===== src/design/phmap_pkg.sv =====
`timescale 1ns / 1ps

package phmap_pkg;

   // Field widths of the request and response beats.
   localparam int ROW_W   = 6;
   localparam int GROUP_W = 9;
   localparam int COUNT_W = 6;

   // Configuration register widths.
   localparam int CELL_W  = 9;
   localparam int RB_W    = 7;
   localparam int RF_W    = 4;
   localparam int CTRL_W  = 36;
   localparam int FIRST_W = 2;
   localparam int PCF_N   = 4;

   localparam int CSR_ADDR_W = 3;
   localparam int CSR_DATA_W = 36;

   // Mapping constants.
   localparam int MAX_ROWS      = 56;
   localparam int COUNT_MAX     = (1 << COUNT_W) - 1;
   localparam int MIN_RB        = 6;
   localparam int PRB_PER_GROUP = 48;
   localparam int N0_OFFSET     = 4;
   localparam int THIRDS        = 3;
   localparam int LANES         = 3;

   // Widths of the per-configuration constants.
   localparam int N0_W   = 8;
   localparam int N1_W   = 9;
   localparam int T1_W   = 7;
   localparam int T2_W   = 8;
   localparam int BASE_W = 11;

   // Serial divider used to work out the cell offsets.
   localparam int NUM_W     = 18;
   localparam int DEN_W     = 9;
   localparam int DIV_STEPS = NUM_W;
   localparam int STEP_W    = $clog2(DIV_STEPS);

   // Divisions by three by reciprocal multiplication. The short form is exact
   // below 512 and the long form below 2048. The group size is three times 16.
   localparam int GROUP_SHIFT = 4;
   localparam int RECIP3_S    = 171;
   localparam int RECIP3_S_SH = 9;
   localparam int RECIP3_L    = 683;
   localparam int RECIP3_L_SH = 11;
   localparam int MUL_W       = 19;
   localparam int PROD_W      = RF_W + RB_W + 1;
   localparam int CNT_SAT_W   = COUNT_W + 1;

   // Width of the pre-reduction sums in the pipeline and of the reduction compare.
   localparam int X_W   = 10;
   localparam int MOD_W = DEN_W + 3;

   typedef enum logic [CSR_ADDR_W-1:0] {
      CSR_CELL_ID     = 3'd0,
      CSR_NUM_RB      = 3'd1,
      CSR_RES_FACTOR  = 3'd2,
      CSR_EXT_PREFIX  = 3'd3,
      CSR_CTRL_REGS   = 3'd4,
      CSR_CTRL_FIRST  = 3'd5
   } phmap_csr_type;

   // Everything the pipeline needs from the configuration side.
   typedef struct packed {
      logic                             ready;
      logic                             ext;
      logic [RB_W-1:0]                  rb;
      logic [N0_W-1:0]                  n0;
      logic [N1_W-1:0]                  n1;
      logic [T1_W-1:0]                  t1n;
      logic [T2_W-1:0]                  t2n;
      logic [N0_W-1:0]                  cnorm;
      logic [N0_W-1:0]                  cm0;
      logic [N1_W-1:0]                  bm1;
      logic [COUNT_W-1:0]               group_count;
      logic [PCF_N-1:0][GROUP_W-1:0]    pcf;
   } phmap_cfg_type;

endpackage


===== src/design/phmap_req_if.sv =====
`timescale 1ns / 1ps

interface phmap_req_if;
   import phmap_pkg::*;

   logic             valid;
   logic             ready;
   logic [ROW_W-1:0] row_index;

   modport source (output valid, output row_index, input ready);
   modport sink   (input valid, input row_index, output ready);
endinterface


===== src/design/phmap_rsp_if.sv =====
`timescale 1ns / 1ps

interface phmap_rsp_if;
   import phmap_pkg::*;

   logic               valid;
   logic               ready;
   logic [GROUP_W-1:0] group_first;
   logic [GROUP_W-1:0] group_second;
   logic [GROUP_W-1:0] group_third;
   logic               row_valid;
   logic [COUNT_W-1:0] group_count;

   modport source (output valid, output group_first, output group_second,
                   output group_third, output row_valid, output group_count,
                   input ready);
   modport sink   (input valid, input group_first, input group_second,
                   input group_third, input row_valid, input group_count,
                   output ready);
endinterface


===== src/design/phmap_setup.sv =====
`timescale 1ns / 1ps

module phmap_setup (
   input  logic                                clock,
   input  logic                                reset,
   input  logic                                csr_write_en,
   input  logic [phmap_pkg::CSR_ADDR_W-1:0]    csr_index,
   input  logic [phmap_pkg::CSR_DATA_W-1:0]    csr_write_data,
   output phmap_pkg::phmap_cfg_type            cfg
);
   import phmap_pkg::*;

   typedef enum logic [1:0] {SEQ_IDLE, SEQ_LOAD, SEQ_DIV, SEQ_STORE} seq_state_type;
   typedef enum logic [1:0] {JOB_CNORM, JOB_CM0, JOB_BASE, JOB_BM1} job_type;

   logic [CELL_W-1:0]  cell_id_ff, cell_id_in;
   logic [RB_W-1:0]    num_rb_ff, num_rb_in;
   logic [RF_W-1:0]    rf_ff, rf_in;
   logic               ext_ff, ext_in;
   logic [CTRL_W-1:0]  ctrl_regs_ff, ctrl_regs_in;
   logic [FIRST_W-1:0] ctrl_first_ff, ctrl_first_in;

   seq_state_type      state_ff, state_in;
   job_type            job_ff, job_in;
   logic               dirty_ff, dirty_in;
   logic [STEP_W-1:0]  step_ff, step_in;

   logic [NUM_W-1:0]   num_ff, num_in;
   logic [DEN_W-1:0]   den_ff, den_in;
   logic [DEN_W-1:0]   rem_ff, rem_in;
   logic [T1_W-1:0]    t1n_ff, t1n_in;
   logic [T2_W-1:0]    t2n_ff, t2n_in;
   logic [N0_W-1:0]    cnorm_ff, cnorm_in;
   logic [N0_W-1:0]    cm0_ff, cm0_in;
   logic [BASE_W-1:0]  base_ff, base_in;
   logic [N1_W-1:0]    bm1_ff, bm1_in;
   logic [COUNT_W-1:0] count_ff, count_in;
   logic [PROD_W-1:0]  prod_ff, prod_in;

   logic [RB_W-1:0]    rb_eff;
   logic [N0_W-1:0]    n0;
   logic [N1_W-1:0]    n1;
   logic [DEN_W:0]     rem_sh;
   logic               rem_ge;
   logic [MUL_W-1:0]   cnt_mul;
   logic [MUL_W-1:0]   t1_mul;
   logic [MUL_W-1:0]   t2_mul;
   logic [COUNT_W-1:0] cnt_quot;
   logic [CNT_SAT_W-1:0] cnt_sat;
   logic [PCF_N-1:0][GROUP_W-1:0] ctrl_entries;

   // Bandwidths below the minimum are treated as the minimum.
   assign rb_eff = (num_rb_ff < RB_W'(MIN_RB)) ? RB_W'(MIN_RB) : num_rb_ff;
   assign n0     = {rb_eff, 1'b0} - N0_W'(N0_OFFSET);
   assign n1     = N1_W'(N1_W'(rb_eff) * N1_W'(THIRDS));

   // One restoring step: the quotient bits shift into the numerator register.
   assign rem_sh = {rem_ff, num_ff[NUM_W-1]};
   assign rem_ge = rem_sh >= {1'b0, den_ff};

   assign ctrl_entries = ctrl_regs_ff;

   // The group count and the thirds of n0 divide by constants, so they are
   // formed by reciprocal multiplication; the count takes two register stages.
   always_comb begin
      prod_in  = PROD_W'(PROD_W'(rf_ff) * PROD_W'(rb_eff)) + PROD_W'(PRB_PER_GROUP - 1);
      cnt_mul  = MUL_W'(prod_ff[PROD_W-1:GROUP_SHIFT]) * MUL_W'(RECIP3_S);
      cnt_quot = cnt_mul[RECIP3_S_SH +: COUNT_W];
      cnt_sat  = ext_ff ? {cnt_quot, 1'b0} : {1'b0, cnt_quot};
      if (cnt_sat > CNT_SAT_W'(MAX_ROWS)) begin
         cnt_sat = CNT_SAT_W'(MAX_ROWS);
      end
      if (cnt_sat > CNT_SAT_W'(COUNT_MAX)) begin
         cnt_sat = CNT_SAT_W'(COUNT_MAX);
      end
      count_in = cnt_sat[COUNT_W-1:0];
      t1_mul   = MUL_W'(n0) * MUL_W'(RECIP3_S);
      t1n_in   = t1_mul[RECIP3_S_SH +: T1_W];
      t2_mul   = MUL_W'({n0, 1'b0}) * MUL_W'(RECIP3_L);
      t2n_in   = t2_mul[RECIP3_L_SH +: T2_W];
   end

   always_comb begin
      cell_id_in    = cell_id_ff;
      num_rb_in     = num_rb_ff;
      rf_in         = rf_ff;
      ext_in        = ext_ff;
      ctrl_regs_in  = ctrl_regs_ff;
      ctrl_first_in = ctrl_first_ff;
      state_in      = state_ff;
      job_in        = job_ff;
      dirty_in      = dirty_ff;
      step_in       = step_ff;
      num_in        = num_ff;
      den_in        = den_ff;
      rem_in        = rem_ff;
      cnorm_in      = cnorm_ff;
      cm0_in        = cm0_ff;
      base_in       = base_ff;
      bm1_in        = bm1_ff;

      unique case (state_ff)
         SEQ_IDLE: begin
            if (dirty_ff) begin
               dirty_in = 1'b0;
               job_in   = JOB_CNORM;
               state_in = SEQ_LOAD;
            end
         end
         SEQ_LOAD: begin
            rem_in   = '0;
            step_in  = STEP_W'(DIV_STEPS - 1);
            state_in = SEQ_DIV;
            unique case (job_ff)
               JOB_CNORM: begin
                  num_in = NUM_W'(cell_id_ff) + NUM_W'(1);
                  den_in = DEN_W'(n0);
               end
               JOB_CM0: begin
                  num_in = NUM_W'(cell_id_ff);
                  den_in = DEN_W'(n0);
               end
               JOB_BASE: begin
                  num_in = NUM_W'(NUM_W'(cell_id_ff) * NUM_W'(n1));
                  den_in = DEN_W'(n0);
               end
               JOB_BM1: begin
                  num_in = NUM_W'(base_ff);
                  den_in = DEN_W'(n1);
               end
               default: begin
                  num_in = num_ff;
                  den_in = den_ff;
               end
            endcase
         end
         SEQ_DIV: begin
            rem_in = rem_ge ? DEN_W'(rem_sh - {1'b0, den_ff}) : DEN_W'(rem_sh);
            num_in = {num_ff[NUM_W-2:0], rem_ge};
            if (step_ff == '0) begin
               state_in = SEQ_STORE;
            end else begin
               step_in = step_ff - 1'b1;
            end
         end
         SEQ_STORE: begin
            unique case (job_ff)
               JOB_CNORM: cnorm_in = rem_ff[N0_W-1:0];
               JOB_CM0:   cm0_in   = rem_ff[N0_W-1:0];
               JOB_BASE:  base_in  = num_ff[BASE_W-1:0];
               JOB_BM1:   bm1_in   = rem_ff[N1_W-1:0];
               default:   cnorm_in = cnorm_ff;
            endcase
            if (job_ff == JOB_BM1) begin
               state_in = SEQ_IDLE;
            end else begin
               job_in   = job_type'(job_ff + 1'b1);
               state_in = SEQ_LOAD;
            end
         end
         default: state_in = SEQ_IDLE;
      endcase

      // A register write aborts any run and starts the constants over.
      if (csr_write_en) begin
         dirty_in = 1'b1;
         state_in = SEQ_IDLE;
         unique case (phmap_csr_type'(csr_index))
            CSR_CELL_ID:    cell_id_in    = csr_write_data[CELL_W-1:0];
            CSR_NUM_RB:     num_rb_in     = csr_write_data[RB_W-1:0];
            CSR_RES_FACTOR: rf_in         = csr_write_data[RF_W-1:0];
            CSR_EXT_PREFIX: ext_in        = csr_write_data[0];
            CSR_CTRL_REGS:  ctrl_regs_in  = csr_write_data[CTRL_W-1:0];
            CSR_CTRL_FIRST: ctrl_first_in = csr_write_data[FIRST_W-1:0];
            default:        cell_id_in    = cell_id_ff;
         endcase
      end
   end

   always_ff @(posedge clock) begin
      if (reset) begin
         cell_id_ff    <= '0;
         num_rb_ff     <= RB_W'(MIN_RB);
         rf_ff         <= RF_W'(6);
         ext_ff        <= 1'b0;
         ctrl_regs_ff  <= '0;
         ctrl_first_ff <= '0;
         state_ff      <= SEQ_IDLE;
         job_ff        <= JOB_CNORM;
         dirty_ff      <= 1'b1;
         step_ff       <= '0;
      end else begin
         cell_id_ff    <= cell_id_in;
         num_rb_ff     <= num_rb_in;
         rf_ff         <= rf_in;
         ext_ff        <= ext_in;
         ctrl_regs_ff  <= ctrl_regs_in;
         ctrl_first_ff <= ctrl_first_in;
         state_ff      <= state_in;
         job_ff        <= job_in;
         dirty_ff      <= dirty_in;
         step_ff       <= step_in;
      end
      num_ff   <= num_in;
      den_ff   <= den_in;
      rem_ff   <= rem_in;
      t1n_ff   <= t1n_in;
      t2n_ff   <= t2n_in;
      cnorm_ff <= cnorm_in;
      cm0_ff   <= cm0_in;
      base_ff  <= base_in;
      bm1_ff   <= bm1_in;
      count_ff <= count_in;
      prod_ff  <= prod_in;
   end

   always_comb begin
      cfg.ready       = (state_ff == SEQ_IDLE) && !dirty_ff;
      cfg.ext         = ext_ff;
      cfg.rb          = rb_eff;
      cfg.n0          = n0;
      cfg.n1          = n1;
      cfg.t1n         = t1n_ff;
      cfg.t2n         = t2n_ff;
      cfg.cnorm       = cnorm_ff;
      cfg.cm0         = cm0_ff;
      cfg.bm1         = bm1_ff;
      cfg.group_count = count_ff;
      // PCFICH entries in the order they are compared.
      for (int k = 0; k < PCF_N; k++) begin
         cfg.pcf[k] = ctrl_entries[FIRST_W'(ctrl_first_ff + FIRST_W'(k))];
      end
   end

endmodule


===== src/design/phich_reg_group_mapper_top.sv =====
`timescale 1ns / 1ps

// PHICH resource element group mapper. Each request beat carries a PHICH table
// row; each response beat gives that row's three REG indices, a flag that is
// set when the row lies below the configured group count, and the group count
// itself (zeros in the three indices when the row is not valid). Rows flow
// through a five-stage pipeline: one row is accepted per clock unless the
// constants are being worked out or the pipeline is full and stalled. A
// stall on the response side holds each occupied stage that has no empty
// stage after it; stages behind a gap move on. The group count and the
// thirds of n0 come from reciprocal multiplication; the cell offsets taken mod
// n0 and mod n1 are worked out by a shared 18-step serial divider over four
// jobs. After reset and after every CSR write, req_chan.ready stays low while
// that runs. CSR writes are expected only while no beat is in flight.
module phich_reg_group_mapper_top (
   input  logic                             clock,
   input  logic                             reset,
   phmap_req_if.sink                        req_chan,
   phmap_rsp_if.source                      rsp_chan,
   input  logic                             csr_write_en,
   input  logic [phmap_pkg::CSR_ADDR_W-1:0] csr_index,
   input  logic [phmap_pkg::CSR_DATA_W-1:0] csr_write_data
);
   import phmap_pkg::*;

   phmap_cfg_type cfg;

   phmap_setup u_setup (
      .clock          (clock),
      .reset          (reset),
      .csr_write_en   (csr_write_en),
      .csr_index      (csr_index),
      .csr_write_data (csr_write_data),
      .cfg            (cfg)
   );

   // Lane 0 always reduces by n0; in extended prefix the other lanes use n1.
   function automatic logic [DEN_W-1:0] lane_div(input int lane, input phmap_cfg_type c);
      return (c.ext && lane != 0) ? DEN_W'(c.n1) : DEN_W'(c.n0);
   endfunction

   function automatic logic [X_W-1:0] cond_sub(input logic [X_W-1:0] x,
                                               input logic [DEN_W-1:0] d,
                                               input logic [1:0] sh);
      logic [MOD_W-1:0] dd;
      logic [MOD_W-1:0] xx;
      dd = MOD_W'(d) << sh;
      xx = MOD_W'(x);
      if (xx >= dd) begin
         xx = xx - dd;
      end
      return xx[X_W-1:0];
   endfunction

   function automatic logic [GROUP_W-1:0] bump(input logic [GROUP_W-1:0] v,
                                               input logic [GROUP_W-1:0] e);
      return (v >= e) ? v + 1'b1 : v;
   endfunction

   // Stage registers. Each stage carries its own valid bit.
   logic                                s1_valid_ff, s1_valid_in;
   logic                                s1_hit_ff, s1_hit_in;
   logic [LANES-1:0][X_W-1:0]           s1_x_ff, s1_x_in;
   logic                                s2_valid_ff, s2_valid_in;
   logic                                s2_hit_ff, s2_hit_in;
   logic [LANES-1:0][X_W-1:0]           s2_x_ff, s2_x_in;
   logic                                s3_valid_ff, s3_valid_in;
   logic                                s3_hit_ff, s3_hit_in;
   logic [LANES-1:0][GROUP_W-1:0]       s3_g_ff, s3_g_in;
   logic                                s4_valid_ff, s4_valid_in;
   logic                                s4_hit_ff, s4_hit_in;
   logic [LANES-1:0][GROUP_W-1:0]       s4_g_ff, s4_g_in;
   logic                                out_valid_ff, out_valid_in;
   logic                                out_hit_ff, out_hit_in;
   logic [COUNT_W-1:0]                  out_count_ff, out_count_in;
   logic [LANES-1:0][GROUP_W-1:0]       out_g_ff, out_g_in;

   logic s1_en, s2_en, s3_en, s4_en, out_en;
   logic accept;
   logic [ROW_W-2:0] pair;
   logic [X_W-1:0]   x_tmp;
   logic [GROUP_W-1:0] g_tmp;

   // A stage may load when it is empty or when the stage after it moves on.
   assign out_en = !out_valid_ff || rsp_chan.ready;
   assign s4_en  = !s4_valid_ff || out_en;
   assign s3_en  = !s3_valid_ff || s4_en;
   assign s2_en  = !s2_valid_ff || s3_en;
   assign s1_en  = !s1_valid_ff || s2_en;

   assign req_chan.ready = cfg.ready && s1_en;
   assign accept         = req_chan.valid && req_chan.ready;
   assign pair           = req_chan.row_index[ROW_W-1:1];

   // Stage 1: form the sums whose remainders are wanted.
   always_comb begin
      s1_valid_in = s1_en ? accept : s1_valid_ff;
      s1_hit_in   = s1_hit_ff;
      s1_x_in     = s1_x_ff;
      if (s1_en) begin
         s1_hit_in = req_chan.row_index < cfg.group_count;
         if (cfg.ext) begin
            s1_x_in[0] = X_W'(cfg.cm0) + X_W'(pair);
            s1_x_in[1] = X_W'(cfg.bm1) + X_W'(pair) + X_W'(cfg.rb);
            s1_x_in[2] = X_W'(cfg.bm1) + X_W'(pair) + X_W'({cfg.rb, 1'b0});
         end else begin
            s1_x_in[0] = X_W'(cfg.cnorm) + X_W'(req_chan.row_index);
            s1_x_in[1] = X_W'(cfg.cnorm) + X_W'(req_chan.row_index) + X_W'(cfg.t1n);
            s1_x_in[2] = X_W'(cfg.cnorm) + X_W'(req_chan.row_index) + X_W'(cfg.t2n);
         end
      end
   end

   // Stages 2 and 3: every sum is below sixteen times its divisor, so four
   // conditional subtractions of 8d, 4d, 2d and d leave the remainder.
   always_comb begin
      s2_valid_in = s2_en ? s1_valid_ff : s2_valid_ff;
      s2_hit_in   = s2_hit_ff;
      s2_x_in     = s2_x_ff;
      s3_valid_in = s3_en ? s2_valid_ff : s3_valid_ff;
      s3_hit_in   = s3_hit_ff;
      s3_g_in     = s3_g_ff;
      x_tmp       = '0;
      if (s2_en) begin
         s2_hit_in = s1_hit_ff;
         for (int i = 0; i < LANES; i++) begin
            x_tmp      = cond_sub(s1_x_ff[i], lane_div(i, cfg), 2'd3);
            s2_x_in[i] = cond_sub(x_tmp, lane_div(i, cfg), 2'd2);
         end
      end
      if (s3_en) begin
         s3_hit_in = s2_hit_ff;
         for (int i = 0; i < LANES; i++) begin
            x_tmp      = cond_sub(s2_x_ff[i], lane_div(i, cfg), 2'd1);
            x_tmp      = cond_sub(x_tmp, lane_div(i, cfg), 2'd0);
            s3_g_in[i] = x_tmp[GROUP_W-1:0];
         end
      end
   end

   // Stages 4 and 5: with normal prefix, step each index past the PCFICH
   // groups, two entries per stage. Invalid rows are forced to zero on output.
   always_comb begin
      s4_valid_in  = s4_en ? s3_valid_ff : s4_valid_ff;
      s4_hit_in    = s4_hit_ff;
      s4_g_in      = s4_g_ff;
      out_valid_in = out_en ? s4_valid_ff : out_valid_ff;
      out_hit_in   = out_hit_ff;
      out_count_in = out_count_ff;
      out_g_in     = out_g_ff;
      g_tmp        = '0;
      if (s4_en) begin
         s4_hit_in = s3_hit_ff;
         for (int i = 0; i < LANES; i++) begin
            g_tmp = s3_g_ff[i];
            if (!cfg.ext) begin
               g_tmp = bump(g_tmp, cfg.pcf[0]);
               g_tmp = bump(g_tmp, cfg.pcf[1]);
            end
            s4_g_in[i] = g_tmp;
         end
      end
      if (out_en) begin
         out_hit_in   = s4_hit_ff;
         out_count_in = cfg.group_count;
         for (int i = 0; i < LANES; i++) begin
            g_tmp = s4_g_ff[i];
            if (!cfg.ext) begin
               g_tmp = bump(g_tmp, cfg.pcf[2]);
               g_tmp = bump(g_tmp, cfg.pcf[3]);
            end
            out_g_in[i] = s4_hit_ff ? g_tmp : '0;
         end
      end
   end

   always_ff @(posedge clock) begin
      if (reset) begin
         s1_valid_ff  <= 1'b0;
         s2_valid_ff  <= 1'b0;
         s3_valid_ff  <= 1'b0;
         s4_valid_ff  <= 1'b0;
         out_valid_ff <= 1'b0;
      end else begin
         s1_valid_ff  <= s1_valid_in;
         s2_valid_ff  <= s2_valid_in;
         s3_valid_ff  <= s3_valid_in;
         s4_valid_ff  <= s4_valid_in;
         out_valid_ff <= out_valid_in;
      end
      s1_hit_ff    <= s1_hit_in;
      s1_x_ff      <= s1_x_in;
      s2_hit_ff    <= s2_hit_in;
      s2_x_ff      <= s2_x_in;
      s3_hit_ff    <= s3_hit_in;
      s3_g_ff      <= s3_g_in;
      s4_hit_ff    <= s4_hit_in;
      s4_g_ff      <= s4_g_in;
      out_hit_ff   <= out_hit_in;
      out_count_ff <= out_count_in;
      out_g_ff     <= out_g_in;
   end

   assign rsp_chan.valid        = out_valid_ff;
   assign rsp_chan.group_first  = out_g_ff[0];
   assign rsp_chan.group_second = out_g_ff[1];
   assign rsp_chan.group_third  = out_g_ff[2];
   assign rsp_chan.row_valid    = out_hit_ff;
   assign rsp_chan.group_count  = out_count_ff;

endmodule


===== src/flat_wrapper.sv =====
// flat-port wrapper written by rule: the top's interface ports become plain ports
module phich_reg_group_mapper_top_flat import phmap_pkg::*;
  (clock, reset, csr_write_en, csr_index, csr_write_data, req_chan_valid, req_chan_row_index, req_chan_ready, rsp_chan_valid, rsp_chan_group_first, rsp_chan_group_second, rsp_chan_group_third, rsp_chan_row_valid, rsp_chan_group_count, rsp_chan_ready);
  phmap_req_if req_chan_i ();
  phmap_rsp_if rsp_chan_i ();
  input  logic clock;
  input  logic reset;
  input  logic csr_write_en;
  input  logic [phmap_pkg::CSR_ADDR_W-1:0] csr_index;
  input  logic [phmap_pkg::CSR_DATA_W-1:0] csr_write_data;
  input wire logic [$bits(req_chan_i.valid)-1:0] req_chan_valid;
  input wire logic [$bits(req_chan_i.row_index)-1:0] req_chan_row_index;
  output wire logic [$bits(req_chan_i.ready)-1:0] req_chan_ready;
  output wire logic [$bits(rsp_chan_i.valid)-1:0] rsp_chan_valid;
  output wire logic [$bits(rsp_chan_i.group_first)-1:0] rsp_chan_group_first;
  output wire logic [$bits(rsp_chan_i.group_second)-1:0] rsp_chan_group_second;
  output wire logic [$bits(rsp_chan_i.group_third)-1:0] rsp_chan_group_third;
  output wire logic [$bits(rsp_chan_i.row_valid)-1:0] rsp_chan_row_valid;
  output wire logic [$bits(rsp_chan_i.group_count)-1:0] rsp_chan_group_count;
  input wire logic [$bits(rsp_chan_i.ready)-1:0] rsp_chan_ready;
  assign req_chan_i.valid = req_chan_valid;
  assign req_chan_i.row_index = req_chan_row_index;
  assign req_chan_ready = req_chan_i.ready;
  assign rsp_chan_valid = rsp_chan_i.valid;
  assign rsp_chan_group_first = rsp_chan_i.group_first;
  assign rsp_chan_group_second = rsp_chan_i.group_second;
  assign rsp_chan_group_third = rsp_chan_i.group_third;
  assign rsp_chan_row_valid = rsp_chan_i.row_valid;
  assign rsp_chan_group_count = rsp_chan_i.group_count;
  assign rsp_chan_i.ready = rsp_chan_ready;
  phich_reg_group_mapper_top u_core (.clock(clock), .reset(reset), .req_chan(req_chan_i), .rsp_chan(rsp_chan_i), .csr_write_en(csr_write_en), .csr_index(csr_index), .csr_write_data(csr_write_data));
endmodule

===== config.mk =====
export PLATFORM = sky130hd
export DESIGN_NAME = phich_reg_group_mapper_top_flat
export DESIGN_NICKNAME = d
export VERILOG_FILES = /design/src/design/phmap_pkg.sv /design/src/design/phmap_req_if.sv /design/src/design/phmap_rsp_if.sv /design/src/design/phmap_setup.sv /design/src/design/phich_reg_group_mapper_top.sv /design/src/flat_wrapper.sv
export SDC_FILE = /design/constraint.sdc
export NUM_CORES = 1
export LEC_CHECK = 0
export ABC_AREA = 1
export BUFFER_PORTS_ARGS = -buffer_cell sky130_fd_sc_hd__buf_2
export CORE_AREA = 4 4 368 370
export CTS_BUF_LIST = sky130_fd_sc_hd__clkbuf_8
export DETAILED_ROUTE_END_ITERATION = 16
export DIE_AREA = 0 0 372 374
export PLACE_DENSITY = 0.5
export REMOVE_ABC_BUFFERS = 1
export SLEW_MARGIN = 0
export SYNTH_ARGS = -nofsm -noshare
export SYNTH_HDL_FRONTEND = slang
export SYNTH_SLANG_ARGS = --single-unit

===== constraint.sdc =====
create_clock -name clock -period 9.2 [get_ports clock]
set_input_delay 0.92 -clock clock [delete_from_list [all_inputs] [get_ports clock]]
set_output_delay 0.92 -clock clock [all_outputs]
set_load 0.01 [all_outputs]

==> results.md, run 1 <==
* R2R depth at 34
* Top-area cell type share of the netlist area at 0.204
* Final Critical Period at 7.64 ns
* Status: complete, no violations
* Async SR Flop Fraction at 0
* Vias in the first global route at 27.7k
* Max-capacitance violation count at 0
* Arrival time at the worst endpoint at 8.05 ns
* Multi-input gate area at 21,200 sq um
* Core ar. at 133,000 sq um
* Worst slew margin at 0.239
* # clock sinks at around 330
* R2R Path Start: u_core.u_setup.num_rb_ff[6]
* PortBufs at 85
* Post-CTS Hold Fix Bufs at 0
* Hold EP: u_core.rsp_chan.group_count[1]
* Hold Fails Final Rpt at 0
* Hold_sp: u_core.u_setup.count_ff[1]
* First-pass DRT Iterations at 5
* RePlAce Congestion at 0.880
* Skew final at 0.0433 ns
* Clk Latency, worst-skew pair at 0.71 ns
* Avg Inst Size Synth at 7.60 sq um
* CTS tree: built
* Post-CTS Repair Setup Buffers at 0
* Post-cts sizing count at 0
* Clk slew on worst S/H paths at 0.06 ns
* Req. time, crit path at 9.61 ns
* Pin count of the biggest net entering global routing at 81
* Yosys reg bits at 326
* Root Driver: clkbuf_8
* Initial Util at 0.248
* WL per Instance at 15.7 um
* Max Clk Rate at between 100 and 150 MHz
* Total CTS buffers at 66
* Critical setup path kind: flop to flop
* Mapped Cells at 4,326
* Routed wire length at 98,400 um
* Drt via density at about 4.5
* Post-route DRC at 0
* Htree depth at 3
* Site row count at between 100 and 150
* Crit end category: flop
* Pwr Density at 322 nW/um^2
* Post-synth top cells: 944 x nand2_1, 674 x inv_1, 471 x ha_1
* VDD IR max at 0.000133 V
* Io pins at 86
* Post-DP HPWL at 79,600 um
* Slowest stage delay, CP at 0.59 ns
* FF/Latch Area at approximately 8800 sq um
* CP most frequent cell: nand2_1
* Final worst slack at 1.56 ns
* Worst-path fanout max at 23
* Clock Tree Buf Depth at 3
* R2r setup slk at 1.56 ns
* Distinct cell type count after synthesis at 66
* EDFF count, synth at between 200 and 250
* First-pass GRT wire length at 155,000 um
* Synth area leader: edfxtp_1
* Top post-synthesis cells by area: edfxtp_1 20%, ha_1 18%, nand2_1 11%
* Pre-CTS setup slack at approximately 1.6 ns
* P&R area growth vs syn at 11.9%
* Most numerous cell in the Yosys netlist: nand2_1
* Total track usage at 0.141
* Die area at 139,000 sq um
* Grt ovf at 0
* Final setup viols at 0
* Fraction of layout cells with a size suffix above 1 at 0.0640
* Hold crit path type: flop to flop
* Max-slew violations at 0
* Antenna Nets Post-Route at 0
* Nets at 5,063
* Leak at 17.7 nW
* Via count of the routed design at 28.3k
* CP max-delay cell: o2111ai_2
* # fillers at between 10k and 15k
* Critical path launch point type: flop
* Worst hold slack at about 0.44 ns
* Critical R2R Capture: u_core.s3_g_ff[25]
* Post-route clock period utilization at 0.830
* Post-synthesis sequential area ratio at 0.267
* Worst slew pin tran at 1.14 ns
* Starting DRT DRC Count at ~1.7k
* Mapped Area at 32,900 sq um
* Hold path cells at 0
* Horiz. Die Dim at 372 um
* Ys Warns at 0
* Chip Height at 374 um
* Initial antenna violation count at 5
* RSZ-0062 raised after global routing: no
* TNS Setup at 0 ns
* Synth Flop Type: edfxtp_1
## critical path: cells and delay by family (launching register included)
family                     cells  cell delay, ns
AOI/OAI and AO/OA              6            1.66
adders and majority gates      5            1.76
buffers and inverters          7            0.99
DFF                            1            0.53
and+or+nand+nor               16            2.40
## cells by family (layout without fill, tap and decap cells)
family / after synthesis / count (layout) / synth area share
adders and majority gates: 585 / 585 / 0.249
xor gates and xnor gates: 178 / 178 / 0.0482
other: 0 / 4 / 0
AOI/OAI and AO/OA: 777 / 777 / 0.130
buffers and inverters: 771 / 927 / 0.0894
DFF: 326 / 326 / 0.267
and+or+nand+nor: 1689 / 1689 / 0.217
## worst max-delay path by stage
stage	start	to	slack [ns]
after floorplan	u_core.u_setup.ext_ff	u_core.s3_g_ff[17]	1.69
after global placement	u_core.u_setup.num_rb_ff[6]	u_core.s3_g_ff[25]	1.83
after detailed placement	u_core.u_setup.num_rb_ff[6]	u_core.s3_g_ff[25]	1.64
after CTS	u_core.u_setup.num_rb_ff[6]	u_core.s3_g_ff[25]	1.56
after global routing	u_core.u_setup.num_rb_ff[6]	u_core.s3_g_ff[18]	0.87
final	u_core.u_setup.num_rb_ff[6]	u_core.s3_g_ff[25]	1.56
## power breakdown
part	leakage [nW]	total, mW	switching, mW	internal [mW]
sequential	3.17	2.62	0.410	2.21
clock	0.760	1.57	0.738	0.835
combinational	13.8	7.66	4.83	2.83
## routing by layer
layer | share of wire | up-vias | global-route usage | wire (um)
met1 | 0.46 | 13012 | 0.188 | 45400
met5 | 0 | - | 0 | 0
met2 | 0.46 | 581 | 0.236 | 45500
met4 | 0.028 | 0 | 0.0403 | 2790
met3 | 0.048 | 142 | 0.0203 | 4690
li1 | - | 14549 | - | -
## cell usage in the layout, fill, tap and decap left out, types with 54 or more instances in the layout
| master | Yosys | final |
|---|---|---|
| ha_1 | 471 | 471 |
| nand3_1 | 182 | 182 |
| xor2_1 | 121 | 121 |
| xnor2_1 | 55 | 54 |
| clkbuf_8 | 0 | 74 |
| nand4_1 | 80 | 80 |
| buf_2 | 7 | 85 |
| fa_1 | 114 | 114 |
| nand2_1 | 944 | 944 |
| a21oi_1 | 286 | 286 |
| dfxtp_1 | 103 | 101 |
| inv_1 | 674 | 691 |
| nor2_1 | 360 | 359 |
| o21ai_0 | 341 | 336 |
| edfxtp_1 | 223 | 223 |
## sequential cells by signal, summed over array words and instances, names as in the netlist, 11 cells and up
name	count
u_core.s3_g_ff	27
u_core.u_setup.num_ff	18
u_core.u_setup.base_ff	11
u_core.u_setup.ctrl_entries	36
u_core.s1_x_ff	29
u_core.s4_g_ff	27
u_core.s2_x_ff	30
## final cells by class
cell class                      instances  area share
Clock buffer                           74      0.0277
Inverter                              683      0.0698
Sequential cell                       326       0.238
Antenna cell                            4    0.000272
Multi-Input combinational cell       3229       0.576
Tap cell                             1768      0.0602
Timing Repair Buffer                  122      0.0191
Clock inverter                         48     0.00871
## per-stage QoR
step	util	power (mW)	std cells	cell area, sq um
6_report	0.277	11.9	6254	36800
5_1_grt	0.277	13.3	6252	36800
4_1_cts	0.277	11.9	6250	36800
3_5_place_dp	0.267	10.3	6128	35400
3_3_place_gp	0.267	10.2	6128	35400
2_1_floorplan	-	8.39	4238	32500
(Power assumes the default switching activity.)
==> run 2, diff against run 1 <==
==> constraint.sdc (replaced) <==
create_clock -name clock -period 7.2 [get_ports clock]
set_input_delay 0.72 -clock clock [delete_from_list [all_inputs] [get_ports clock]]
set_output_delay 0.72 -clock clock [all_outputs]
set_load 0.01 [all_outputs]
==> results.md, run 2 (synthesis gave the netlist of run 1 again) <==
* Status: complete, no violations
* Routed wire length at 98,400 um (about the same)
* Io pins at 86 (unchanged)
* Via count of the routed design at 28.5k (+0.68%)
* Logic pwr share at 0.645 (about the same)
* Initial antenna violation count at 10 (+5)
* Critical path launch point type: flop
* Initial Util at 0.248 (unchanged)
* Worst slew pin tran at 1.10 ns (-0.0404 ns)
* Chip Height at 374 um (unchanged)
* WL per Instance at 15.7 um (-0.35%)
* Buffers & Inverters on Critical Path at 7 (unchanged)
* Fraction of layout cells with a size suffix above 1 at 0.0693 (+0.00522)
* Switching share of power at 0.501 (-0.00283)
* Hold crit path type: input pin to flop
* Core ar. at 133,000 sq um (unchanged)
* VDD IR max at 0.000217 V (+63%)
* RSZ-0062 raised after global routing: no
* Skew final at 0.0540 ns (+0.0107 ns)
* Max-slew violations at 0 (unchanged)
* Internal power at 7.65 mW (+30%)
* Nets at 5,084 (+0.41%)
* Arrival time at the worst endpoint at 7.10 ns (-0.95 ns)
* Htree depth at 3 (unchanged)
* Max Clk Rate at 152 MHz (+16%)
* Post-route clock period utilization at 0.916 (+0.0853)
* Worst slew margin at 0.266 (+0.0261)
* Starting DRT DRC Count at 1,758 (+1.1%)
* Crit end category: flop
* Drt via density at 4.53 (+0.27%)
* CP delay by family, top: adder cells
* Pin count of the biggest net entering global routing at 72 (-11%)
* Max reg flops at 36 (unchanged)
* First-pass DRT Iterations at 8 (+3)
* Final setup viols at 0 (unchanged)
* Hold Fails Final Rpt at 0 (unchanged)
* Site row count at 134 (unchanged)
* First-pass GRT wire length at 154,000 um (-0.74%)
* Worst-path fanout max at 10 (-57%)
* PortBufs at 85 (unchanged)
* Clk slew on worst S/H paths at 0.06 ns (about the same)
* Most frequent cells in the layout: 944 x nand2_1, 692 x inv_1, 471 x ha_1, 359 x nor2_1, 336 x o21ai_0
* Worst hold slack at 0.200 ns (-0.237 ns)
* Total track usage at 0.141 (about the same)
* P&R area growth vs syn at 12.7%
* Max-capacitance violation count at 0 (unchanged)
* Sequential share of power at 0.218 (-0.003)
* Post-DP HPWL at 79,800 um (+0.25%)
* Clk network pwr share at 0.137 (+0.004)
* # clock sinks at 326 (unchanged)
* Final Critical Period at 6.59 ns (-1.05 ns)
* RePlAce Congestion at 0.865 (-1.7%)
* Total CTS buffers at 68 (+3.0%)
* CTS tree: built
* Final std cells w/o fill at 6,280 (+0.42%)
* Die area at 139,000 sq um (unchanged)
* Placed Area at 35,600 sq um (+0.36%)
* CP most frequent cell: nand2_1
* Root Driver: clkbuf_8
* Placed Cells at 6,145 (+0.28%)
* Horiz. Die Dim at 372 um (unchanged)
* Post-route DRC at 0 (unchanged)
* Leak at 17.9 nW (+0.83%)
* Pre-CTS setup slack at 0.479 ns (-1.16 ns)
* Req. time, crit path at 7.71 ns (-1.90 ns)
* Commonest non-fill, non-tap cell in the layout: nand2_1
* Vias in the first global route at 27.8k (+0.12%)
* Clock Tree Buf Depth at 3 (unchanged)
* Sw Pwr at 7.69 mW (+29%)
* Finished Cell Area at 37,000 sq um (+0.71%)
* Final worst slack at 0.607 ns (-0.954 ns)
* Pwr Density at 414 nW/um^2 (+28%)
* Slowest stage delay, CP at 0.55 ns (-0.04 ns)
* CP max-delay cell: fa_1
* Antenna Nets Post-Route at 0 (unchanged)
* Total design power at 15.3 mW (+29%)
* Critical setup path kind: flop to flop
* Grt ovf at 0 (unchanged)
* Post-CTS Hold Fix Bufs at 0 (unchanged)
* Clk Latency, worst-skew pair at 0.76 ns (+0.05 ns)
## run 2: cell count changes in the layout (fill, tap and decap cells not counted), sizes merged
cell,previous run,this run
bufinv,3,4
diode,4,7
clkbuf,74,77
inv,705,706
clkinvlp,3,2
buf,122,141
## run 2: layout make-up
type	instances	area, sq um
clock buffers	77	1060
diodes	7	17.5
flip-flops and latches	326	8760
fillers	14431	95600
clock inverters	49	377
inverters	683	2570
multi-input cells	3229	21200
well taps	1768	2210
repair buffers	141	846
## run 2: per-stage QoR
step / setup TNS [ns] / util
after CTS: 0 / 0.279
after global routing: 0 / 0.279
after detailed placement: 0 / 0.268
final: 0 / 0.279
after global placement: 0 / 0.268
after floorplan: -4.31 / -
## run 2: worst reg2reg max path, delay by kind of cell (launching register included)
kind,cells,cell delay [ns]
flops,1,0.40
compound gates,8,1.32
fa+ha+maj,7,3.09
buf+inv,7,0.60
simple gates,11,0.97
## run 2: power groups by stage
stage	clock (mW)	combinational, mW	sequential (mW)
global placement	0	9.76	3.38
CTS	2.18	9.92	3.35
floorplan	0	7.54	3.19
global route	2.26	11.5	3.40
detailed placement	0	9.86	3.39
finish	2.09	9.90	3.35
## run 2: repair_timing
item | CTS | global route
setup buffers | 0 | 2
resized for setup | 0 | 3
endpoints found under the setup margin | 0 | 1
## run 2: path summary, 6_finish.rpt
check,depth (start not counted),start,end,slack (ns)
worst max-delay path,33,u_core.u_setup.num_rb_ff[5],u_core.u_setup.num_ff[16],0.61
worst min-delay path,3,csr_write_en,u_core.u_setup.dirty_ff,0.20
worst max register to register,33,u_core.u_setup.num_rb_ff[5],u_core.u_setup.num_ff[16],0.61
worst min register to register,0,u_core.s3_hit_ff,u_core.s4_hit_ff,0.43
## run 2: routing by layer
metal  wire length, um  GRT usage  up-vias
met1             44900      0.184    13108
met2             44900      0.235      623
met5                13          0        -
met3              5460     0.0276      170
met4              3060     0.0432        2
li1                  -          -    14574
